===== src/ycmr_pkg.sv =====
// ----------------------------------------------------------------------------
// ycmr_pkg
// Types, register indexes and fixed-point coefficients of the colour round trip.
// ----------------------------------------------------------------------------
package ycmr_pkg;

	// Fractional bits of every coefficient.
	localparam int COEF_FRAC_BITS = 16;

	localparam int COEF_W = COEF_FRAC_BITS + 3;
	localparam int OPND_W = 9;
	localparam int PROD_W = COEF_W + OPND_W;
	localparam int SUM_W  = PROD_W + 2;
	localparam int RND_W  = SUM_W - COEF_FRAC_BITS;

	// Register stages of the datapath.
	localparam int NSTG = 6;

	localparam int CFG_IDX_W = 2;

	typedef enum logic [CFG_IDX_W-1:0] {
		REG_KEEP_LUMA        = 2'd0,
		REG_KEEP_BLUE_CHROMA = 2'd1,
		REG_KEEP_RED_CHROMA  = 2'd2
	} cfg_reg_t;

	typedef struct packed {
		logic [7:0] red_in;
		logic [7:0] green_in;
		logic [7:0] blue_in;
	} pix_in_t;

	typedef struct packed {
		logic [7:0] luma;
		logic [7:0] blue_chroma;
		logic [7:0] red_chroma;
		logic [7:0] red_out;
		logic [7:0] green_out;
		logic [7:0] blue_out;
	} pix_out_t;

	// Quantise a coefficient given in units of 1/10000, rounding half away from zero.
	function automatic int coef(input int n);
		longint m;
		longint q;
		m = (n < 0) ? -longint'(n) : longint'(n);
		q = ((m << COEF_FRAC_BITS) + 64'sd5000) / 10000;
		return (n < 0) ? -int'(q) : int'(q);
	endfunction

	typedef logic signed [COEF_W-1:0] coef_t;

	localparam coef_t C_Y_R  = COEF_W'(coef(2990));
	localparam coef_t C_Y_G  = COEF_W'(coef(5870));
	localparam coef_t C_Y_B  = COEF_W'(coef(1140));
	localparam coef_t C_CB_R = COEF_W'(coef(-1687));
	localparam coef_t C_CB_G = COEF_W'(coef(-3313));
	localparam coef_t C_CB_B = COEF_W'(coef(5000));
	localparam coef_t C_CR_R = COEF_W'(coef(5000));
	localparam coef_t C_CR_G = COEF_W'(coef(-4187));
	localparam coef_t C_CR_B = COEF_W'(coef(-813));
	localparam coef_t C_R_CR = COEF_W'(coef(14020));
	localparam coef_t C_G_CB = COEF_W'(coef(-3441));
	localparam coef_t C_G_CR = COEF_W'(coef(-7141));
	localparam coef_t C_B_CB = COEF_W'(coef(17720));

	typedef logic signed [PROD_W-1:0] prod_t;
	typedef logic signed [SUM_W-1:0]  sum_t;

	// Rounding half away from zero becomes a single add with a sign-chosen bias
	// followed by an arithmetic shift; the chroma offset is folded into it.
	localparam sum_t POS_BIAS = SUM_W'(2 ** (COEF_FRAC_BITS - 1));
	localparam sum_t NEG_BIAS = SUM_W'(2 ** COEF_FRAC_BITS - 1 - 2 ** (COEF_FRAC_BITS - 1));
	localparam sum_t OFS_128  = SUM_W'(128) <<< COEF_FRAC_BITS;
	localparam sum_t SUM_ZERO = SUM_W'(0);

	localparam logic signed [RND_W-1:0] RND_ZERO = RND_W'(0);
	localparam logic signed [RND_W-1:0] RND_MAX  = RND_W'(255);

	localparam logic [7:0] NEUTRAL = 8'd128;

	function automatic prod_t mul(input logic signed [OPND_W-1:0] a, input coef_t c);
		prod_t pa;
		prod_t pc;
		pa = PROD_W'(a);
		pc = PROD_W'(c);
		return pa * pc;
	endfunction

	function automatic sum_t sum3(input prod_t a, input prod_t b, input prod_t c);
		return SUM_W'(a) + SUM_W'(b) + SUM_W'(c);
	endfunction

	function automatic logic [7:0] round_clamp(input sum_t s, input logic add_ofs);
		sum_t t;
		logic signed [RND_W-1:0] r;
		t = s + (s[SUM_W-1] ? NEG_BIAS : POS_BIAS) + (add_ofs ? OFS_128 : SUM_ZERO);
		r = $signed(t[SUM_W-1:COEF_FRAC_BITS]);
		if (r < RND_ZERO) begin
			return 8'd0;
		end else if (r > RND_MAX) begin
			return 8'd255;
		end
		return r[7:0];
	endfunction

endpackage


===== src/ycbcr_channel_mask_roundtrip.sv =====
// ----------------------------------------------------------------------------
// ycbcr_channel_mask_roundtrip
// Full-range BT.601 RGB to YCbCr and back, with a per-component mask.
//
// The pixel channel (pixel_valid, pixel_stall, pixel) takes one 8-bit RGB
// request; the result channel (result_valid, result_stall, result) returns the
// masked YCbCr and the RGB rebuilt from it. A request is taken when valid is
// high and stall is low.
// The datapath is a six-stage pipeline: forward products, forward sums,
// rounding with clamping and masking, inverse products, inverse sums, and
// rounding into the output register. One pixel is taken in every cycle
// unless the pipeline stalls; the multiplier stages set the clock.
// When the receiver stalls, each full stage holds whilst its successor cannot
// load, so empty stages keep filling and nothing is lost or repeated.
// The configuration port writes keep_luma, keep_blue_chroma and
// keep_red_chroma (bit 0 of cfg_data); it should be written only when the
// pipeline is empty. Reset empties the pipeline and sets all three bits.
// ----------------------------------------------------------------------------
module ycbcr_channel_mask_roundtrip (
	input  logic                                clk,
	input  logic                                arst_n,
	input  logic                                cfg_we,
	input  logic [ycmr_pkg::CFG_IDX_W-1:0]      cfg_index,
	input  logic                                cfg_data,
	input  logic                                pixel_valid,
	output logic                                pixel_stall,
	input  ycmr_pkg::pix_in_t                   pixel,
	output logic                                result_valid,
	input  logic                                result_stall,
	output ycmr_pkg::pix_out_t                  result
);

	logic keep_luma_q;
	logic keep_blue_chroma_q;
	logic keep_red_chroma_q;

	// Valid bit and load enable per stage.
	logic [ycmr_pkg::NSTG:1] vld;
	logic [ycmr_pkg::NSTG:1] en;

	ycmr_pkg::prod_t fp_s1 [9];
	ycmr_pkg::sum_t  fs_s2 [3];
	logic [7:0]      ycc_s3 [3];
	logic [7:0]      ycc_s4 [3];
	ycmr_pkg::prod_t ip_s4 [4];
	logic [7:0]      ycc_s5 [3];
	ycmr_pkg::sum_t  is_s5 [3];
	ycmr_pkg::pix_out_t res_s6;

	logic signed [ycmr_pkg::OPND_W-1:0] r_op;
	logic signed [ycmr_pkg::OPND_W-1:0] g_op;
	logic signed [ycmr_pkg::OPND_W-1:0] b_op;
	logic signed [ycmr_pkg::OPND_W-1:0] cb_op;
	logic signed [ycmr_pkg::OPND_W-1:0] cr_op;
	ycmr_pkg::sum_t  y_term;
	logic [7:0]      ycc_nx [3];
	logic [2:0]      keep;

	always_ff @(posedge clk or negedge arst_n) begin
		if (!arst_n) begin
			keep_luma_q        <= 1'b1;
			keep_blue_chroma_q <= 1'b1;
			keep_red_chroma_q  <= 1'b1;
		end else if (cfg_we) begin
			case (cfg_index)
				ycmr_pkg::REG_KEEP_LUMA:        keep_luma_q        <= cfg_data;
				ycmr_pkg::REG_KEEP_BLUE_CHROMA: keep_blue_chroma_q <= cfg_data;
				ycmr_pkg::REG_KEEP_RED_CHROMA:  keep_red_chroma_q  <= cfg_data;
				default: ;
			endcase
		end
	end

	// A stage may load when it is empty or its contents move on this cycle.
	always_comb begin
		en[ycmr_pkg::NSTG] = !vld[ycmr_pkg::NSTG] || !result_stall;
		for (int k = ycmr_pkg::NSTG - 1; k >= 1; k--) begin
			en[k] = !vld[k] || en[k+1];
		end
	end

	assign pixel_stall = !en[1];

	always_ff @(posedge clk or negedge arst_n) begin
		if (!arst_n) begin
			vld <= '0;
		end else begin
			if (en[1]) begin
				vld[1] <= pixel_valid;
			end
			for (int k = 2; k <= ycmr_pkg::NSTG; k++) begin
				if (en[k]) begin
					vld[k] <= vld[k-1];
				end
			end
		end
	end

	assign r_op = $signed({1'b0, pixel.red_in});
	assign g_op = $signed({1'b0, pixel.green_in});
	assign b_op = $signed({1'b0, pixel.blue_in});

	always_ff @(posedge clk) begin
		if (en[1]) begin
			fp_s1[0] <= ycmr_pkg::mul(r_op, ycmr_pkg::C_Y_R);
			fp_s1[1] <= ycmr_pkg::mul(g_op, ycmr_pkg::C_Y_G);
			fp_s1[2] <= ycmr_pkg::mul(b_op, ycmr_pkg::C_Y_B);
			fp_s1[3] <= ycmr_pkg::mul(r_op, ycmr_pkg::C_CB_R);
			fp_s1[4] <= ycmr_pkg::mul(g_op, ycmr_pkg::C_CB_G);
			fp_s1[5] <= ycmr_pkg::mul(b_op, ycmr_pkg::C_CB_B);
			fp_s1[6] <= ycmr_pkg::mul(r_op, ycmr_pkg::C_CR_R);
			fp_s1[7] <= ycmr_pkg::mul(g_op, ycmr_pkg::C_CR_G);
			fp_s1[8] <= ycmr_pkg::mul(b_op, ycmr_pkg::C_CR_B);
		end
	end

	always_ff @(posedge clk) begin
		if (en[2]) begin
			for (int i = 0; i < 3; i++) begin
				fs_s2[i] <= ycmr_pkg::sum3(fp_s1[3*i], fp_s1[3*i+1], fp_s1[3*i+2]);
			end
		end
	end

	assign keep = {keep_red_chroma_q, keep_blue_chroma_q, keep_luma_q};

	always_comb begin
		for (int i = 0; i < 3; i++) begin
			ycc_nx[i] = keep[i] ? ycmr_pkg::round_clamp(fs_s2[i], (i != 0))
			                    : ycmr_pkg::NEUTRAL;
		end
	end

	always_ff @(posedge clk) begin
		if (en[3]) begin
			ycc_s3 <= ycc_nx;
		end
	end

	// Subtracting 128 from an 8-bit chroma value is an inversion of its top bit.
	assign cb_op = $signed({~ycc_s3[1][7], ~ycc_s3[1][7], ycc_s3[1][6:0]});
	assign cr_op = $signed({~ycc_s3[2][7], ~ycc_s3[2][7], ycc_s3[2][6:0]});

	always_ff @(posedge clk) begin
		if (en[4]) begin
			ycc_s4   <= ycc_s3;
			ip_s4[0] <= ycmr_pkg::mul(cr_op, ycmr_pkg::C_R_CR);
			ip_s4[1] <= ycmr_pkg::mul(cb_op, ycmr_pkg::C_G_CB);
			ip_s4[2] <= ycmr_pkg::mul(cr_op, ycmr_pkg::C_G_CR);
			ip_s4[3] <= ycmr_pkg::mul(cb_op, ycmr_pkg::C_B_CB);
		end
	end

	// Luma has a unit coefficient, so its term is a plain shift.
	assign y_term = ycmr_pkg::SUM_W'($signed({1'b0, ycc_s4[0]})) <<< ycmr_pkg::COEF_FRAC_BITS;

	always_ff @(posedge clk) begin
		if (en[5]) begin
			ycc_s5   <= ycc_s4;
			is_s5[0] <= y_term + ycmr_pkg::SUM_W'(ip_s4[0]);
			is_s5[1] <= y_term + ycmr_pkg::SUM_W'(ip_s4[1]) + ycmr_pkg::SUM_W'(ip_s4[2]);
			is_s5[2] <= y_term + ycmr_pkg::SUM_W'(ip_s4[3]);
		end
	end

	always_ff @(posedge clk) begin
		if (en[6]) begin
			res_s6.luma        <= ycc_s5[0];
			res_s6.blue_chroma <= ycc_s5[1];
			res_s6.red_chroma  <= ycc_s5[2];
			res_s6.red_out     <= ycmr_pkg::round_clamp(is_s5[0], 1'b0);
			res_s6.green_out   <= ycmr_pkg::round_clamp(is_s5[1], 1'b0);
			res_s6.blue_out    <= ycmr_pkg::round_clamp(is_s5[2], 1'b0);
		end
	end

	assign result_valid = vld[ycmr_pkg::NSTG];
	assign result       = res_s6;

endmodule


===== config.mk =====
export PLATFORM = sky130hd
export DESIGN_NAME = ycbcr_channel_mask_roundtrip
export DESIGN_NICKNAME = d
export VERILOG_FILES = /design/src/ycmr_pkg.sv /design/src/ycbcr_channel_mask_roundtrip.sv
export SDC_FILE = /design/constraint.sdc
export NUM_CORES = 2
export LEC_CHECK = 0
export ABC_AREA = 0
export CAP_MARGIN = 25
export CORE_UTILIZATION = 35
export CTS_BUF_LIST = sky130_fd_sc_hd__clkbuf_8
export DETAILED_ROUTE_END_ITERATION = 16
export DONT_BUFFER_PORTS = 1
export PLACE_DENSITY = 0.62
export SLEW_MARGIN = 20
export SYNTH_ARGS = -nofsm -noshare
export SYNTH_HDL_FRONTEND = slang
export SYNTH_SLANG_ARGS = --single-unit

===== constraint.sdc =====
create_clock -name clk -period 5.9 [get_ports clk]
set_input_delay 0.295 -clock clk [delete_from_list [all_inputs] [get_ports clk]]
set_output_delay 0.295 -clock clk [all_outputs]
set_load 0.005 [all_outputs]

==> results.tsv <==
stage	metric	value	unit
floorplan	pin_count	82	
setup_path	timing.critical_path.cells	fa_1 -> fa_1 -> fa_1 -> inv_1 -> fa_1 -> inv_1 -> ha_1 -> nand3_1 -> o22ai_1 -> o211ai_1 -> o21ai_0 -> a41oi_1 -> a21oi_1 -> mux2_2 -> a211oi_1	
yosys	ys_warn_count	0	
clock_tree	worst_setup_hold_path_clk_slew	0.06	ns
global_routing	grt_usage	15.3	%
floorplan	fp-row-count	131	
clock_tree	numCtsBuffers	92	
clock_tree	cts_tree	built	
global_routing	antenna_violations_before_repair	2	
yosys	ys_types	83	
yosys	synthesis.area_per_instance	11.4	µm²
clock_tree	clock_tree.root_cell	clkbuf_8	
floorplan	design.die.area	0.130	mm²
placement	gp_routability_congestion	0.903	
route	dr.first_iter.drc_count	1487	
sta	min_period	5.34	ns
sta	timing.final.max_slew_violations	0	
global_routing	grt-ovfl-total	0	
sta	hold_viol	0	
global_routing	number_of_global_route_vias_before_repair	29300	
route	final_antenna_net_count	0	
yosys	synth_nets	5083	
min_path	timing.hold.worst.class	in -> reg	
floorplan	floorplan.core_area	0.127	mm²
sta	finalSetupViolations	0	
sta	clock.fmax	187	MHz
final_layout	layout_commonest_cell	ha_1	
final_layout	commonest_non_fill_non_tap_cells_in_the_layout	762 x ha_1, 664 x inv_1, 502 x edfxtp_1	
min_path	worstHoldPathCells	2	
yosys	postSynth.asyncResetShare	1.76	%
yosys	synth_edf_count	502	
route	detailroute.via_count	28400	
route	drt_pre_antenna_iters	5	
route	drc_errors	0	
yosys	post_synth_instance_area	0.0449	mm²
placement	buffer_ports.inserted	0	
setup_path	arrival	5.90	ns
yosys	synth.area.top_cells	edfxtp_1 34%, ha_1 21%, fa_1 16%, inv_1 5.4%, xnor2_1 4.3%	
floorplan	initial_utilization	35.3	%
final_layout	drive_above_1_share	4.99	%
setup_path	worst_r2r_startpoint	cr_op[2]	
sta	tns	0	ns
clock_tree	cts.htree.levels	3	
floorplan	die_height	360	µm
setup_path	worst-endpoint-required	6.46	ns
sta	unrepaired_setup_endpoints_after_global_routing	false	
route	routed_wl	97200	µm
sta	period_share	90.4	%
setup_path	timing.critical_path.to_type	flip-flop	
yosys	synth_cells	3936	
sta	worstMarginPinSlew	0.993	ns
min_path	whs_endpoint	fp_s1[0][204]	
floorplan	die_x	360	µm
setup_path	critical_path_class	reg -> reg	
setup_path	startpoint_type	flip-flop	
setup_path	timing.critical_path.slowest_cell_delay	0.73	ns
yosys	synth.ff_latch_count	511	
setup_path	critical_path.max_fanout	5	
global_routing	wire_length_of_the_first_global_routing_pass	157000	µm
clock_tree	cts-resized-gates	0	
setup_path	crit_slowest_cell	fa_1	
final_layout	num-nets-final	5227	
setup_path	worst-r2r-setup-slack	0.56	ns
clock_tree	clkLatencyLatePin	0.76	ns
placement	detailed_place_hpwl	78600	µm
setup_path	path_common_cell	fa_1	
route	drt-wirelength-per-cell	16.7	µm
setup_path	critical_path.reg2reg.endpoint	ip_s4[0][24]	
yosys	synth_seq_area_share	34.1	%
yosys	synth-main-ff-cell	edfxtp_1	
final_layout	area.growth.synth_to_final	9.77	%
clock_tree	cts_max_path_buffers	3	
clock_tree	clock_sinks	511	
run	drv.max_cap_violation_count	0	
yosys	synthDominantAreaCellType	edfxtp_1	
min_path	min_from	pixel[12]	
yosys	synth.top_cell.area_share	33.6	%
final_layout	final_core_util	38.7	%
global_routing	largest_net_degree_at_the_start_of_global_routing	107	
sta	slew-limit-headroom	33.8	%
run_status	run_status	finished, final reports clean	
route	via_per_inst	4.89	
setup_path	worst-r2r-cell-count	15	
sta	clock-skew-final	0.0646	ns
-- cells by family (layout without fill, tap and decap cells) --
family | Yosys count | after routing | share of synthesized area [%]
AO/OA/AOI/OAI | 683 | 683 | 10.1
XOR/XNOR | 293 | 293 | 5.71
adder cells (fa/ha/maj) | 1115 | 1115 | 37.0
buffers and inverters | 647 | 862 | 5.41
flip-flops | 511 | 511 | 34.1
multiplexers | 8 | 8 | 0.189
other | 0 | 3 | 0
AND/OR/NAND/NOR | 679 | 679 | 7.55
-- synth_stat cells, types with 9 or more instances --
master    number
xnor2_1      219
o21bai_1      31
inv_1        644
and3_1        40
a21oi_1      229
ha_1         762
nand2b_1      28
edfxtp_1     502
fa_1         353
nor2_1       162
a31oi_1       17
nand3_1       76
and2_1        25
or2_2         20
nand2_1      138
a21boi_0      17
nand4_1       22
o211ai_1      16
xor2_1        74
a21o_1        75
a211o_1       10
a211oi_1      36
o21a_1        33
nor2b_1       40
nor3_1        58
o21ai_0      101
o31ai_1        9
or3_1         26
a31o_2        12
-- layer usage --
metal	global-route usage, %	wire length (µm)	vias up
met5	0	0	-
met3	2.73	3950	149
met4	4.56	2700	0
met1	19.6	44000	13700
li1	-	-	14100
met2	26.0	46500	480
-- worst max-delay path by stage --
stage,from,end,slack (ns),cells after the start
after CTS,cr_op[2],ip_s4[0][24],0.55,15
after floorplan,vld[6],fp_s1[0][100],0.03,3
after detailed placement,cr_op[2],ip_s4[0][24],0.60,15
final,cr_op[2],ip_s4[0][24],0.56,15
after global routing,cr_op[2],ip_s4[0][23],0.24,15
after global placement,cr_op[2],ip_s4[0][24],0.59,15
-- critical path: cells and delay by family, from the launching register on --
kind / cells / cell delay, ns
DFF: 1 / 0.41
AOI/OAI and AO/OA: 6 / 1.49
and+or+nand+nor: 1 / 0.09
buffers and inverters: 2 / 0.09
muxes: 1 / 0.35
adders and majority gates: 5 / 2.70
-- registers in the layout, summed over array words and instances (netlist names), 7 cells and up --
name    cells
fp_s1     154
ip_s4      86
is_s5      80
fs_s2      62
result     48
ycc_s5     24
ycc_s4     16
ycc_s3     10
y_term      8
cb_op       7
cr_op       7
-- cell type report --
class | count | area, µm²
Inverter | 644 | 2420
Sequential cell | 511 | 15300
Tap cell | 1662 | 2080
Fill cell | 12200 | 78100
Timing Repair Buffer | 53 | 495
Multi-Input combinational cell | 2778 | 27200
Clock inverter | 73 | 522
Antenna cell | 3 | 7.51
Clock buffer | 92 | 1270
-- per-stage QoR --
| step | std cells | cell area (µm²) | setup WS [ns] | hold slack, ns |
|---|---|---|---|---|
| floorplan | 3936 | 44900 | 0.0276 | -0.000591 |
| global placement | 5616 | 47200 | 0.585 | 0.0000563 |
| detailed placement | 5616 | 47200 | 0.597 | 0.000103 |
| CTS | 5812 | 49300 | 0.546 | 0.0112 |
| global route | 5815 | 49300 | 0.244 | 0.00676 |
| finish | 5816 | 49300 | 0.564 | 0.0598 |
-- repair_timing --
action	in CTS	in global routing
buffers inserted	0	0
endpoints found under the hold margin	45	0
hold buffers	31	0
Power is left out: the tool's default activity adds up to more than one toggle a clock period on the data nets, which glitch-free logic cannot reach.
